**src/design/assert_macros.svh**
```systemverilog
// Assertion helper macros shared by the blitter RTL.
// Included by the files that carry concurrent checks; depends on nothing.
`ifndef ASSERT_MACROS_SVH
`define ASSERT_MACROS_SVH

`ifndef SYNTHESIS

// A property that must hold at every rising clock edge outside reset.
`define ASSERT_PROP(lbl, clk, rst_n, prop, msg) \
    lbl: assert property (@(posedge clk) disable iff (!rst_n) prop) \
        else $error(msg);

// A condition that must never be seen at a rising clock edge outside reset.
`define ASSERT_NEVER(lbl, clk, rst_n, expr, msg) \
    `ASSERT_PROP(lbl, clk, rst_n, !(expr), msg)

`else

`define ASSERT_PROP(lbl, clk, rst_n, prop, msg)
`define ASSERT_NEVER(lbl, clk, rst_n, expr, msg)

`endif

`endif

```
**src/design/rfb_pkg.sv**
```systemverilog
// Shared types and constants of the rectangle fill blitter.
// Used by rfb_scan, rectangle_fill_blitter_unit and the testbench; depends on nothing.
package rfb_pkg;

    // Field widths of the command and response transactions.
    localparam int KIND_W     = 2;
    localparam int START_W    = 8;
    localparam int SIZE_W     = 9;
    localparam int GLYPH_W    = 8;
    localparam int LIMIT_W    = 9;
    // Row and column counters hold start plus size without wrapping.
    localparam int CNT_W      = 10;
    localparam int CFG_IDX_W  = 2;
    localparam int CFG_DATA_W = 9;

    // Command kinds.
    localparam logic [KIND_W-1:0] KIND_FILL    = 2'd0;
    localparam logic [KIND_W-1:0] KIND_OUTLINE = 2'd1;
    localparam logic [KIND_W-1:0] KIND_READ    = 2'd2;
    localparam logic [KIND_W-1:0] KIND_CLEAR   = 2'd3;

    // Configuration register indexes.
    localparam logic [CFG_IDX_W-1:0] REG_CANVAS_ROWS = 2'd0;
    localparam logic [CFG_IDX_W-1:0] REG_CANVAS_COLS = 2'd1;
    localparam logic [CFG_IDX_W-1:0] REG_BACKGROUND  = 2'd2;

    // Configuration reset values.
    localparam logic [LIMIT_W-1:0] CANVAS_DIM_RESET = 9'd256;
    localparam logic [GLYPH_W-1:0] BACKGROUND_RESET = 8'd32;

    typedef struct packed {
        logic [KIND_W-1:0]  kind;
        logic [START_W-1:0] start_row;
        logic [START_W-1:0] start_col;
        logic [SIZE_W-1:0]  rect_height;
        logic [SIZE_W-1:0]  rect_width;
        logic [GLYPH_W-1:0] glyph;
    } cmd_t;

    typedef struct packed {
        logic [GLYPH_W-1:0] cell_value;
        logic               is_read_data;
    } rsp_t;

    // Rectangle handed to the scan sequencer; ends are exclusive.
    typedef struct packed {
        logic [CNT_W-1:0]   r0;
        logic [CNT_W-1:0]   c0;
        logic [CNT_W-1:0]   r_end;
        logic [CNT_W-1:0]   c_end;
        logic [GLYPH_W-1:0] glyph;
        logic               border_only;
    } scan_cmd_t;

    typedef struct packed {
        logic busy;
        logic done;
    } scan_stat_t;

endpackage

```
**src/design/rfb_scan.sv**
```systemverilog
// Scan sequencer: walks the clipped rectangle one cell per cycle and drives the RAM write port.
// Depends on rfb_pkg and assert_macros.svh.
`include "assert_macros.svh"

module rfb_scan #(
    parameter int DIM_W = 8
) (
    input  logic                    clk,
    input  logic                    rst_n,
    input  logic                    start,
    input  rfb_pkg::scan_cmd_t      cmd,
    input  logic [rfb_pkg::CNT_W-1:0] row_lim,
    input  logic [rfb_pkg::CNT_W-1:0] col_lim,
    output rfb_pkg::scan_stat_t     stat,
    output logic                    wr_en,
    output logic [2*DIM_W-1:0]      wr_addr,
    output logic [rfb_pkg::GLYPH_W-1:0] wr_data
);

    import rfb_pkg::*;

    localparam logic [1:0] SC_IDLE  = 2'd0;
    localparam logic [1:0] SC_SETUP = 2'd1;
    localparam logic [1:0] SC_RUN   = 2'd2;

    logic [1:0]       state_reg;
    logic [1:0]       state_next;
    scan_cmd_t        cmd_reg;
    logic [CNT_W-1:0] row_stop_reg;
    logic [CNT_W-1:0] col_stop_reg;
    logic [CNT_W-1:0] r_last_reg;
    logic [CNT_W-1:0] c_last_reg;
    logic [CNT_W-1:0] row_cnt_reg;
    logic [CNT_W-1:0] col_cnt_reg;
    logic             done_reg;

    logic [CNT_W-1:0] row_stop_next;
    logic [CNT_W-1:0] col_stop_next;
    logic             empty;
    logic [CNT_W-1:0] row_inc;
    logic [CNT_W-1:0] col_inc;
    logic             last_col;
    logic             last_row;
    logic             on_border;

    // Clip the rectangle ends against the canvas limits.
    assign row_stop_next = (cmd_reg.r_end < row_lim) ? cmd_reg.r_end : row_lim;
    assign col_stop_next = (cmd_reg.c_end < col_lim) ? cmd_reg.c_end : col_lim;
    assign empty = (cmd_reg.r0 >= row_stop_next) || (cmd_reg.c0 >= col_stop_next);

    // Cell stepping and border detection against the unclipped edges.
    assign row_inc   = row_cnt_reg + CNT_W'(1);
    assign col_inc   = col_cnt_reg + CNT_W'(1);
    assign last_col  = (col_inc == col_stop_reg);
    assign last_row  = (row_inc == row_stop_reg);
    assign on_border = (row_cnt_reg == cmd_reg.r0) || (col_cnt_reg == cmd_reg.c0) ||
                       (row_cnt_reg == r_last_reg) || (col_cnt_reg == c_last_reg);

    // Next state of the sequencer.
    always_comb
    begin
        state_next = state_reg;
        case (state_reg)
            SC_IDLE:
            begin
                if (start)
                begin
                    state_next = SC_SETUP;
                end
            end
            SC_SETUP:
            begin
                state_next = empty ? SC_IDLE : SC_RUN;
            end
            SC_RUN:
            begin
                if (last_col && last_row)
                begin
                    state_next = SC_IDLE;
                end
            end
            default:
            begin
                state_next = SC_IDLE;
            end
        endcase
    end

    // Control registers.
    always_ff @(posedge clk or negedge rst_n)
    begin
        if (!rst_n)
        begin
            state_reg <= SC_IDLE;
            done_reg  <= 1'b0;
        end
        else
        begin
            state_reg <= state_next;
            done_reg  <= ((state_reg == SC_SETUP) && empty) ||
                         ((state_reg == SC_RUN) && last_col && last_row);
        end
    end

    // Rectangle and counter registers.
    always_ff @(posedge clk)
    begin
        case (state_reg)
            SC_IDLE:
            begin
                if (start)
                begin
                    cmd_reg <= cmd;
                end
            end
            SC_SETUP:
            begin
                row_stop_reg <= row_stop_next;
                col_stop_reg <= col_stop_next;
                r_last_reg   <= cmd_reg.r_end - CNT_W'(1);
                c_last_reg   <= cmd_reg.c_end - CNT_W'(1);
                row_cnt_reg  <= cmd_reg.r0;
                col_cnt_reg  <= cmd_reg.c0;
            end
            SC_RUN:
            begin
                if (last_col)
                begin
                    col_cnt_reg <= cmd_reg.c0;
                    row_cnt_reg <= row_inc;
                end
                else
                begin
                    col_cnt_reg <= col_inc;
                end
            end
            default:
            begin
            end
        endcase
    end

    // Write port: every cell of a fill, border cells only for an outline.
    assign wr_en   = (state_reg == SC_RUN) && (!cmd_reg.border_only || on_border);
    assign wr_addr = {row_cnt_reg[DIM_W-1:0], col_cnt_reg[DIM_W-1:0]};
    assign wr_data = cmd_reg.glyph;

    assign stat.busy = (state_reg != SC_IDLE);
    assign stat.done = done_reg;

    `ASSERT_PROP(a_wr_in_box, clk, rst_n,
        wr_en |-> (row_cnt_reg < row_stop_reg) && (col_cnt_reg < col_stop_reg),
        "scan wrote a cell outside the clipped rectangle")
    `ASSERT_PROP(a_done_pulse, clk, rst_n, done_reg |=> !done_reg,
        "scan done lasted longer than one cycle")
    `ASSERT_NEVER(a_start_busy, clk, rst_n, start && (state_reg != SC_IDLE),
        "scan started while a rectangle was still in progress")

endmodule

```
**config.mk**
```make
export PLATFORM = sky130hd
export DESIGN_NAME = rfb_scan
export DESIGN_NICKNAME = d
export VERILOG_FILES = /design/src/design/rfb_pkg.sv /design/src/design/rfb_scan.sv
export VERILOG_INCLUDE_DIRS = /design/src /design/src/design
export SDC_FILE = /design/constraint.sdc
export NUM_CORES = 1
export LEC_CHECK = 0
export ABC_AREA = 1
export BUFFER_PORTS_ARGS = -buffer_cell sky130_fd_sc_hd__buf_2
export CAP_MARGIN = 20
export CORE_ASPECT_RATIO = 0.9
export CORE_UTILIZATION = 40
export CTS_CLUSTER_DIAMETER = 50
export DETAILED_ROUTE_END_ITERATION = 7
export GPL_TIMING_DRIVEN = 0
export SYNTH_ARGS = -nofsm -noshare
export SYNTH_HDL_FRONTEND = slang
export SYNTH_SLANG_ARGS = --single-unit
```
**constraint.sdc**
```tcl
create_clock -name clk -period 2.65 [get_ports clk]
set_input_delay 0.53 -clock clk [delete_from_list [all_inputs] [get_ports clk]]
set_output_delay 0.53 -clock clk [all_outputs]
set_load 0.01 [all_outputs]
```
== Yosys cells after proc, flatten, opt, wreduce, memory -nomap -nowiden ==
Cells that the tools add are included.

* Flip-flop bits (word level): 112
* Output and inout port bits: 27
* Input bits: 72
* Word-level logic and storage cells: 61

* Eq/ne operators: 11
* Order comparisons: 4
* Muxes and demuxes: 10
* Add/subtract/negate cells: 4
* Reductions and logical operators: 18

{| class="wikitable"
|+ Operators by type and width
! kind !! number
|-
| $eq 10x10->1 || 6
|-
| $mux 10 || 4
|-
| $pmux 10 s2 || 2
|-
| $add 10x1->10 const B || 2
|-
| $ge 10x10->1 || 2
|-
| $lt 10x10->1 || 2
|-
| $sub 10x1->10 const B || 2
|-
| $logic_or 1x1->1 || 6
|-
| $mux 2 || 3
|-
| $ne 2x2->1 const B || 3
|-
| $pmux 2 s3 || 1
|-
| $reduce_and 2->1 || 3
|-
| $logic_and 1x1->1 || 5
|-
| $reduce_bool 2->1 || 2
|-
| $eq 2x1->1 const B || 1
|-
| $eq 2x2->1 const B || 1
|-
| $logic_not 2->1 || 1
|-
| $logic_not 1->1 || 1
|}

== Logic depth before layout (Yosys ltp) ==
Gate-level depths: netlist of run 1.

* Depth in word-level cells: 6
* Depth in mapped cells: 20
* Depth with buffers taken out: 19

== Worst setup path before layout of run 1 ==
No wires, ideal clock.

* Path type: input-to-reg
* Start: input port row_lim[5] in the netlist's numbering
* End: register state_reg[1]
* Stages: 20
* Data arrival time: 2.723 ns
* Library setup time: 0.065 ns
* Path slack: -0.138 ns
* Path buffers: 1
* Cell sequence: inv_1 ha_1 inv_1 nor3_1 o211ai_1 o2111ai_1 clkbuf_1 nand2_1 o21ai_0 inv_1 ha_1 a21oi_1 o21ai_0 nand2_1 o2111ai_1 nor2_1 nand2_1 nor2_1 nand3_1 nand2_1

* Cells in the longest elaborated chain, start to end: 6

{| class="wikitable"
|+ RTL lines
! what !! RTL line !! text
|-
| start: declaration || rfb_scan.sv:12 || <nowiki>input logic [rfb_pkg::CNT_W-1:0] row_lim,</nowiki>
|-
| $lt 10x10->1 || rfb_scan.sv:47 || <nowiki>assign row_stop_next = (cmd_reg.r_end < row_lim) ? cmd_reg.r_end : row_lim;</nowiki>
|-
| $mux 10 || rfb_scan.sv:47 ||
|-
| net row_stop_next[3] || rfb_scan.sv:37 || <nowiki>logic [CNT_W-1:0] row_stop_next;</nowiki>
|-
| $ge 10x10->1 || rfb_scan.sv:49 || <nowiki>assign empty = (cmd_reg.r0 >= row_stop_next) || (cmd_reg.c0 >= col_stop_next);</nowiki>
|-
| $logic_or 1x1->1 || rfb_scan.sv:49 ||
|-
| $mux 2 || rfb_scan.sv:73 || <nowiki>state_next = empty ? SC_IDLE : SC_RUN;</nowiki>
|-
| $pmux 2 s3 || rfb_scan.sv:63 || <nowiki>case (state_reg)</nowiki>
|-
| end signal: assignment || rfb_scan.sv:99 || <nowiki>state_reg <= state_next;</nowiki>
|-
| end: declaration || rfb_scan.sv:26 || <nowiki>logic [1:0] state_reg;</nowiki>
|}

The timed path passes the listed nets, and every way through them passes these cells.
A chain may end at the register's enable or synchronous reset.

== Worst setup path after layout of run 1 ==
* Start: register cmd_reg[20] in the netlist's numbering
* End: register state_reg[1]

* Cells in the longest elaborated chain, start to end: 6

{| class="wikitable"
|+ RTL lines
! what !! RTL line !! text
|-
| start: declaration || rfb_scan.sv:28 || <nowiki>scan_cmd_t cmd_reg;</nowiki>
|-
| start signal: assignment || rfb_scan.sv:113 || <nowiki>cmd_reg <= cmd;</nowiki>
|-
| $lt 10x10->1 || rfb_scan.sv:47 ||
|-
| $mux 10 (*) || rfb_scan.sv:47 ||
|-
| $ge 10x10->1 (*) || rfb_scan.sv:49 ||
|-
| $logic_or 1x1->1 (*) || rfb_scan.sv:49 ||
|-
| $mux 2 (*) || rfb_scan.sv:73 ||
|-
| $pmux 2 s3 (*) || rfb_scan.sv:63 ||
|}

Mark *: on every way between the ends. The rest lies on a longest branch, timed or not.

==> summary.md, run 1 <==
| Metric | Value |
|---|---|
| Status | finished with violations |
| Failing checks | negative setup slack |
| Dpl cells | 1082 |
| Syn_nets | 889 |
| Inserted Clock Buffers | 9 |
| Hold WC Path Type | input port to flip-flop |
| CP delay by family, top | compound AO/OA/AOI/OAI gates |
| Max-cap violations | 0 |
| Die area | 17800 sq um |
| Fin cells | 1149 |
| Syn_area_per_cell | 8.97 sq um |
| Primary FF master, synth | edfxtp_1 |
| Critical path capture point type | flip-flop |
| Crit-path cells | ha_4, a21boi_2, o211ai_1, o2111ai_4, buf_8, o21ai_2, ha_1, nand2_2, nor2_1, o211ai_1, o2111ai_1, nor2_1, nand2_2, nor2_2, nand3_1, nand2_1 |
| Vias | 5650 |
| RSZ-0062 raised after global routing | true |
| HPWL after DPL | 12.3 mm |
| Fin crit period | 2.98 ns |
| FF+latch count, synth | 112 |
| Slew of the pin with the lowest slew margin | 0.478 ns |
| Worst EP arrival | 3.29 ns |
| DRT iter0 DRCs | 414 |
| Top-count cell post-synth | nand2_1 |
| Final worst path period share | 1.13 |
| Final cell area excluding filler cells | 8890 sq um |
| Post-synth EDFFs | 109 |
| Critical path fanouts, max | 5 |
| Fin Clk Skew | 0.00674 ns |
| Routed wire per std cell | 14.6 um |
| CTS Buffer Depth | 2 |
| Starting Density | 0.409 |
| Area after DPL | 7790 sq um |
| Synthesized area | 6920 sq um |
| Share of layout cells above drive strength 1 | 0.309 |
| Syn. warnings | 0 |
| Synth cell count leaders | nand2_1 (179), inv_1 (110), edfxtp_1 (109) |
| Clock Sinks | 112 |
| Core footprint | 16900 sq um |
| Final setup fails | 3 |
| Root Driver | clkbuf_16 |
| Leakage power | 4.05 nW |
| Fin worst setup slack | -0.333 ns |
| Num ports | 99 |
| Startpoint Class | flip-flop |
| Final core utilization | 0.527 |
| Post-synth top area share | 0.473 |
| Pin count of the biggest net entering global routing | 40 |
| Post-synth cell types | 37 |
| All-Layer GR Usage | 0.192 |
| Power Total | 9.17 mW |
| Routed WL | 16.7 mm |
| GP Congestion | 0.885 |
| Ranking of synthesized cells by area | edfxtp_1 (47%), nand2_1 (9.7%), ha_1 (8.3%) |
| Number of detailed-route iterations in the first pass | 6 |
| Max frequency | 335 MHz |
| CP bufs+invs | 1 |
| Die Ht | 127 um |
| Number of core rows | 45 |
| Nets | 1050 |
| Worst vdd ir | 433 uV |
| Pwr/cell area | 1030 nW/um^2 |
| CTS tree | done |
| Final Hold Violating Endpoints | 0 |
| DRC violations left | 0 |
| Max reg flops | 41 |
| Vias in the first global route | 5179 |
| H-tree depth | 3 |
| Largest area contributor in the netlist | edfxtp_1 |
| Max Slew Vio Count | 0 |
| # port buffers | 98 |
| Routed vias/inst | 4.92 |
| Initial antenna violation count | 1 |
| Mapped Cells | 771 |
| Crit-path max cell delay | 0.44 ns |
| Critical path class | flip-flop to flip-flop |
| Setup TNS | -0.655 ns |
| Clk Latency, worst-skew pair | 0.36 ns |
| Slew HR | 0.682 |
| Fraction of registers with async set/reset | 0.0268 |
| Slowest-stage cell, CP | edfxtp_1 |
| Grt ovf | 0 |
| First-pass GRT wire length | 26.1 mm |
| Register area share after synthesis | 0.484 |
| Die W | 141 um |
| Routed Antenna Nets | 0 |
| Clk slew on worst S/H paths | 0.08 ns |
| Critical path required time | 2.95 ns |
| Layout area overhead | 28.6% |
metal layers:
layer / track usage / vias up / wire, um
met5: 0 / - / 0
met1: 0.272 / 2594 / 8150
li1: - / 2867 / -
met4: 0.0607 / 0 / 234
met2: 0.293 / 172 / 7380
met3: 0.0419 / 17 / 973
what timing repair did:
item,4_1_cts,5_1_grt
hold buffers,1,0
pin swaps,23,13
cloned,4,0
resized for setup,67,34
hold endpoints to repair,3,0
setup buffers,27,19
setup endpoints to repair,13,13
cells in the final DEF, fill, tap and decap left out, types with 4 or more instances in the layout:
cell type  instances
buf_6              5
buf_4             70
nand4_1           11
nor3_1             6
clkbuf_16          9
edfxtp_1         109
ha_1              33
nor2_2             9
nand2_2           17
buf_2            100
o21ai_2            9
o21ai_1            6
o21ai_4           11
nand3b_1          11
ha_4              12
xnor2_1            4
nand3_1           41
o211ai_1           4
inv_2             12
o21ai_0           22
nand2_1          165
nor4_1             5
nor2_1            59
inv_1            102
xor2_1            38
a21oi_1           15
kinds of logic (layout without fill, tap and decap cells):
family,Yosys count,count (layout),share of synthesized area
AOI/OAI and AO/OA,80,80,0.0646
DFF,112,112,0.484
and+or+nand+nor,340,340,0.217
adders and majority gates,46,46,0.0832
other,0,1,0
xor gates and xnor gates,42,42,0.0532
buffers and inverters,151,317,0.0979
power by group:
| part | internal, mW | switching (mW) |
|---|---|---|
| clock network | 0.655 | 0.684 |
| registers | 2.78 | 0.524 |
| logic | 1.96 | 2.57 |
area by class of cell:
cell class | instances | area [sq um]
inverter | 114 | 428
multi-input combinational | 508 | 3310
clock inverter | 7 | 63.8
tap | 211 | 264
fill | 1567 | 8000
clock buffer | 9 | 225
buffer | 36 | 304
antenna | 1 | 2.50
timing repair buffer | 151 | 943
sequential | 112 | 3350
through the flow:
stage	setup slack [ns]	hold slack (ns)
2_1_floorplan	0.00451	0.234
3_3_place_gp	-0.653	0.328
3_5_place_dp	-0.656	0.327
4_1_cts	-0.240	0.322
5_1_grt	-0.499	0.325
6_report	-0.333	0.335
final timing paths:
path / start / endpoint / slack (ns) / cells past startpoint
worst max-delay path: cmd_reg[20]$_DFFE_PP_ / state_reg[1]$_DFFE_PN0P_ / -0.33 / 16
worst min-delay path: cmd[47] / cmd_reg[47]$_DFFE_PP_ / 0.33 / 1
worst max register to register: cmd_reg[20]$_DFFE_PP_ / state_reg[1]$_DFFE_PN0P_ / -0.33 / 16
worst min register to register: state_reg[0]$_DFFE_PN0P_ / state_reg[0]$_DFFE_PN0P_ / 0.53 / 2
max in group asynchronous: rst_n / state_reg[1]$_DFFE_PN0P_ / 2.06 / 2
min in group asynchronous: rst_n / state_reg[0]$_DFFE_PN0P_ / 0.49 / 2
Note: power is estimated with default switching activity, not from simulation.
==> run 2, diff against run 1 <==
- ABC_AREA: 1 -> not set
==> summary.md, run 2 <==
| Metric | Value |
|---|---|
| Critical Path Start | cmd_reg[25]$_DFFE_PP_ |
| # port buffers | 98 |
| Hold WC Path Type | input port to flip-flop |
| Fin worst setup slack | -0.907 ns |
| Initial antenna violation count | 0 |
| Fraction of registers with async set/reset | 0.0268 |
| Routed WL | 18.7 mm |
| Largest area contributor in the netlist | edfxtp_1 |
| Pwr/cell area | 1110 nW/um^2 |
| ANT cells | 0 |
| CP delay by family, top | buffers and inverters |
| Routed Antenna Nets | 0 |
| Most used cell, CP | buf_4 |
| CTS tree | done |
| Max reg flops | 41 |
| Mapped Cells | 691 |
| Final Hold Violating Endpoints | 0 |
| Top-count cell post-synth | edfxtp_1 |
| Core footprint | 17900 sq um |
| Routed wire per std cell | 17.1 um |
| RSZ-0062 raised after global routing | true |
| Syn_nets | 809 |
| Clk Latency, worst-skew pair | 0.36 ns |
| Fin Clk Skew | 0.00620 ns |
| Max-cap violations | 0 |
| Commonest non-fill, non-tap cell in the layout | edfxtp_1 |
| Root Driver | clkbuf_16 |
| Dpl cells | 1031 |
| Fin crit period | 3.56 ns |
| H-tree depth | 3 |
| Worst EP arrival | 3.68 ns |
| Slew HR | 0.537 |
| Crit-path max cell delay | 0.58 ns |
| Worst-case reg-to-reg path depth | 19 |
| Final setup fails | 3 |
| Vias in the first global route | 5835 |
| Ranking of synthesized cells by area | edfxtp_1 (44%), ha_1 (7.7%), xnor2_1 (5.9%) |
| Register area share after synthesis | 0.450 |
| CP bufs+invs | 13 |
| Synthesized area | 7430 sq um |
| HPWL after DPL | 14.0 mm |
| DRC violations left | 0 |
| Number of detailed-route iterations in the first pass | 5 |
| Critical path required time | 2.77 ns |
| Worst vdd ir | 466 uV |
| Nets | 968 |
| Routed vias/inst | 5.35 |
| First-pass GRT wire length | 30.1 mm |
| Vias | 5854 |
| Fin cells | 1094 |
| Hold slack | 0.339 ns |
| Startpoint Class | flip-flop |
| Clk slew on worst S/H paths | 0.08 ns |
| Share of layout cells above drive strength 1 | 0.333 |
| Synth cell count leaders | edfxtp_1 (109), xnor2_1 (50), ha_1 (46) |
| Pin count of the biggest net entering global routing | 27 |
| CP Depth | 19 |
| Reg-to-reg critical path startpoint | cmd_reg[25]$_DFFE_PP_ |
| Syn_area_per_cell | 10.8 sq um |
| Critical path capture point type | flip-flop |
| Number of core rows | 46 |
| Post-synth top area share | 0.440 |
| Critical path class | flip-flop to flip-flop |
| Leakage power | 3.82 nW |
| Critical Path End | row_stop_reg[0]$_DFFE_PP_ |
| R2r setup slk | -0.91 ns |
| All-Layer GR Usage | 0.200 |
| Die area | 19100 sq um |
| Failing checks | negative setup slack |
| Dpl ws | -1.44 ns |
| FF-to-FF End | row_stop_reg[0]$_DFFE_PP_ |
| Die Ht | 131 um |
| Setup TNS | -2.60 ns |
| Crit-path cells | ha_4, or4_4, a21oi_4, a21oi_4, a22oi_2, nand3_2, buf_4, buf_4, buf_4, buf_4, buf_4, buf_4, buf_4, buf_4, buf_4, buf_4, buf_4, buf_4, buf_4 |
| CTS Buffer Depth | 2 |
| Num ports | 99 |
| Inserted Clock Buffers | 9 |
| Grt ovf | 0 |
| Clock Sinks | 112 |
| Syn. warnings | 0 |
| Critical path fanouts, max | 6 |
| Layout area overhead | 26.3% |
| Fillers | 1566 |
| Slowest-stage cell, CP | or4_4 |
| Most frequent cells in the layout | edfxtp_1 (109), buf_2 (103), buf_4 (77), xnor2_1 (48), nand3_1 (41) |
| Starting Density | 0.415 |
| Slew of the pin with the lowest slew margin | 0.695 ns |
| FF+latch count, synth | 112 |
| Max frequency | 281 MHz |
| DRT iter0 DRCs | 487 |
| Max Slew Vio Count | 0 |
| Die W | 146 um |
| Post-synth EDFFs | 109 |
| Post-synth cell types | 66 |
| Primary FF master, synth | edfxtp_1 |
| Status | finished with violations |
| Final worst path period share | 1.34 |
| GP Congestion | 0.880 |
## run 2: changes by cell type after synthesis, sizes merged, moves of 13 or more
cell	delta
nand4	+13
o211ai	+18
nand2	-158
inv	-77
xnor2	+46
nor2	-42
and3	+32
o21ai	-36
nor2b	+14
## run 2: worst min path at each step
stage	startpoint	endpoint	depth (start not counted)
2_1_floorplan	rst_n	done_reg$_DFF_PN0_	0
3_3_place_gp	rst_n	done_reg$_DFF_PN0_	1
3_5_place_dp	rst_n	done_reg$_DFF_PN0_	1
4_1_cts	cmd[31]	cmd_reg[31]$_DFFE_PP_	1
5_1_grt	cmd[30]	cmd_reg[30]$_DFFE_PP_	1
6_report	cmd[26]	cmd_reg[26]$_DFFE_PP_	1
## run 2: routing by layer
metal  vias to the layer above  part of all wire  wire (um)  global-route usage
met1                      2772              0.48       9060               0.278
met2                       177              0.45       8460               0.310
met3                        24             0.044        818              0.0344
met4                         0             0.019        347              0.0731
li1                       2881                 -          -                   -
met5                         -                 0          0                   0
## run 2: logic make-up after synthesis
kind of cell / after synthesis / synth area share
compound gates: 113 / 0.107
xor+xnor: 85 / 0.108
fa+ha+maj: 46 / 0.0774
buf+inv: 93 / 0.0648
flops: 112 / 0.450
mux: 11 / 0.0204
simple gates: 231 / 0.173
## run 2: worst reg2reg max path, delay by kind of cell (launching register included)
kind / cells / cell delay [ns]
buffers and inverters: 13 / 1.59
and+or+nand+nor: 2 / 0.68
DFF: 1 / 0.45
AOI/OAI and AO/OA: 3 / 0.41
adders and majority gates: 1 / 0.19
## run 2: where the power goes
group          switching (mW)  internal (mW)  total (mW)  leakage, nW
registers               0.537           2.88        3.41         1.07
logic                    2.88           2.72        5.60         2.60
clock network           0.669          0.736        1.41        0.142
## run 2: timing repair
item | 4_1_cts | 5_1_grt
setup endpoints to repair | 23 | 24
endpoints found under the hold margin | 3 | 0
gates resized for setup | 26 | 37
pin swaps | 10 | 18
gates cloned | 1 | 0
hold buffers | 1 | 0
setup buffers | 35 | 13
## run 2: through the flow
step	power (mW)	utilization	cell area [sq um]
after global placement	8.02	0.470	8410
after CTS	10.1	0.510	9130
after floorplan	6.88	-	7620
final	10.4	0.524	9390
after global routing	11.1	0.524	9390
after detailed placement	8.22	0.473	8460
## run 2: final cells by class
cell class | count | area [sq um] | area share
plain buffers | 53 | 382 | 0.0407
clock buffers | 9 | 225 | 0.0240
clock inverters | 6 | 68.8 | 0.00733
inverters | 38 | 158 | 0.0168
multi-input cells | 486 | 3980 | 0.424
flip-flops and latches | 112 | 3350 | 0.357
well taps | 240 | 300 | 0.0320
repair buffers | 150 | 923 | 0.0984
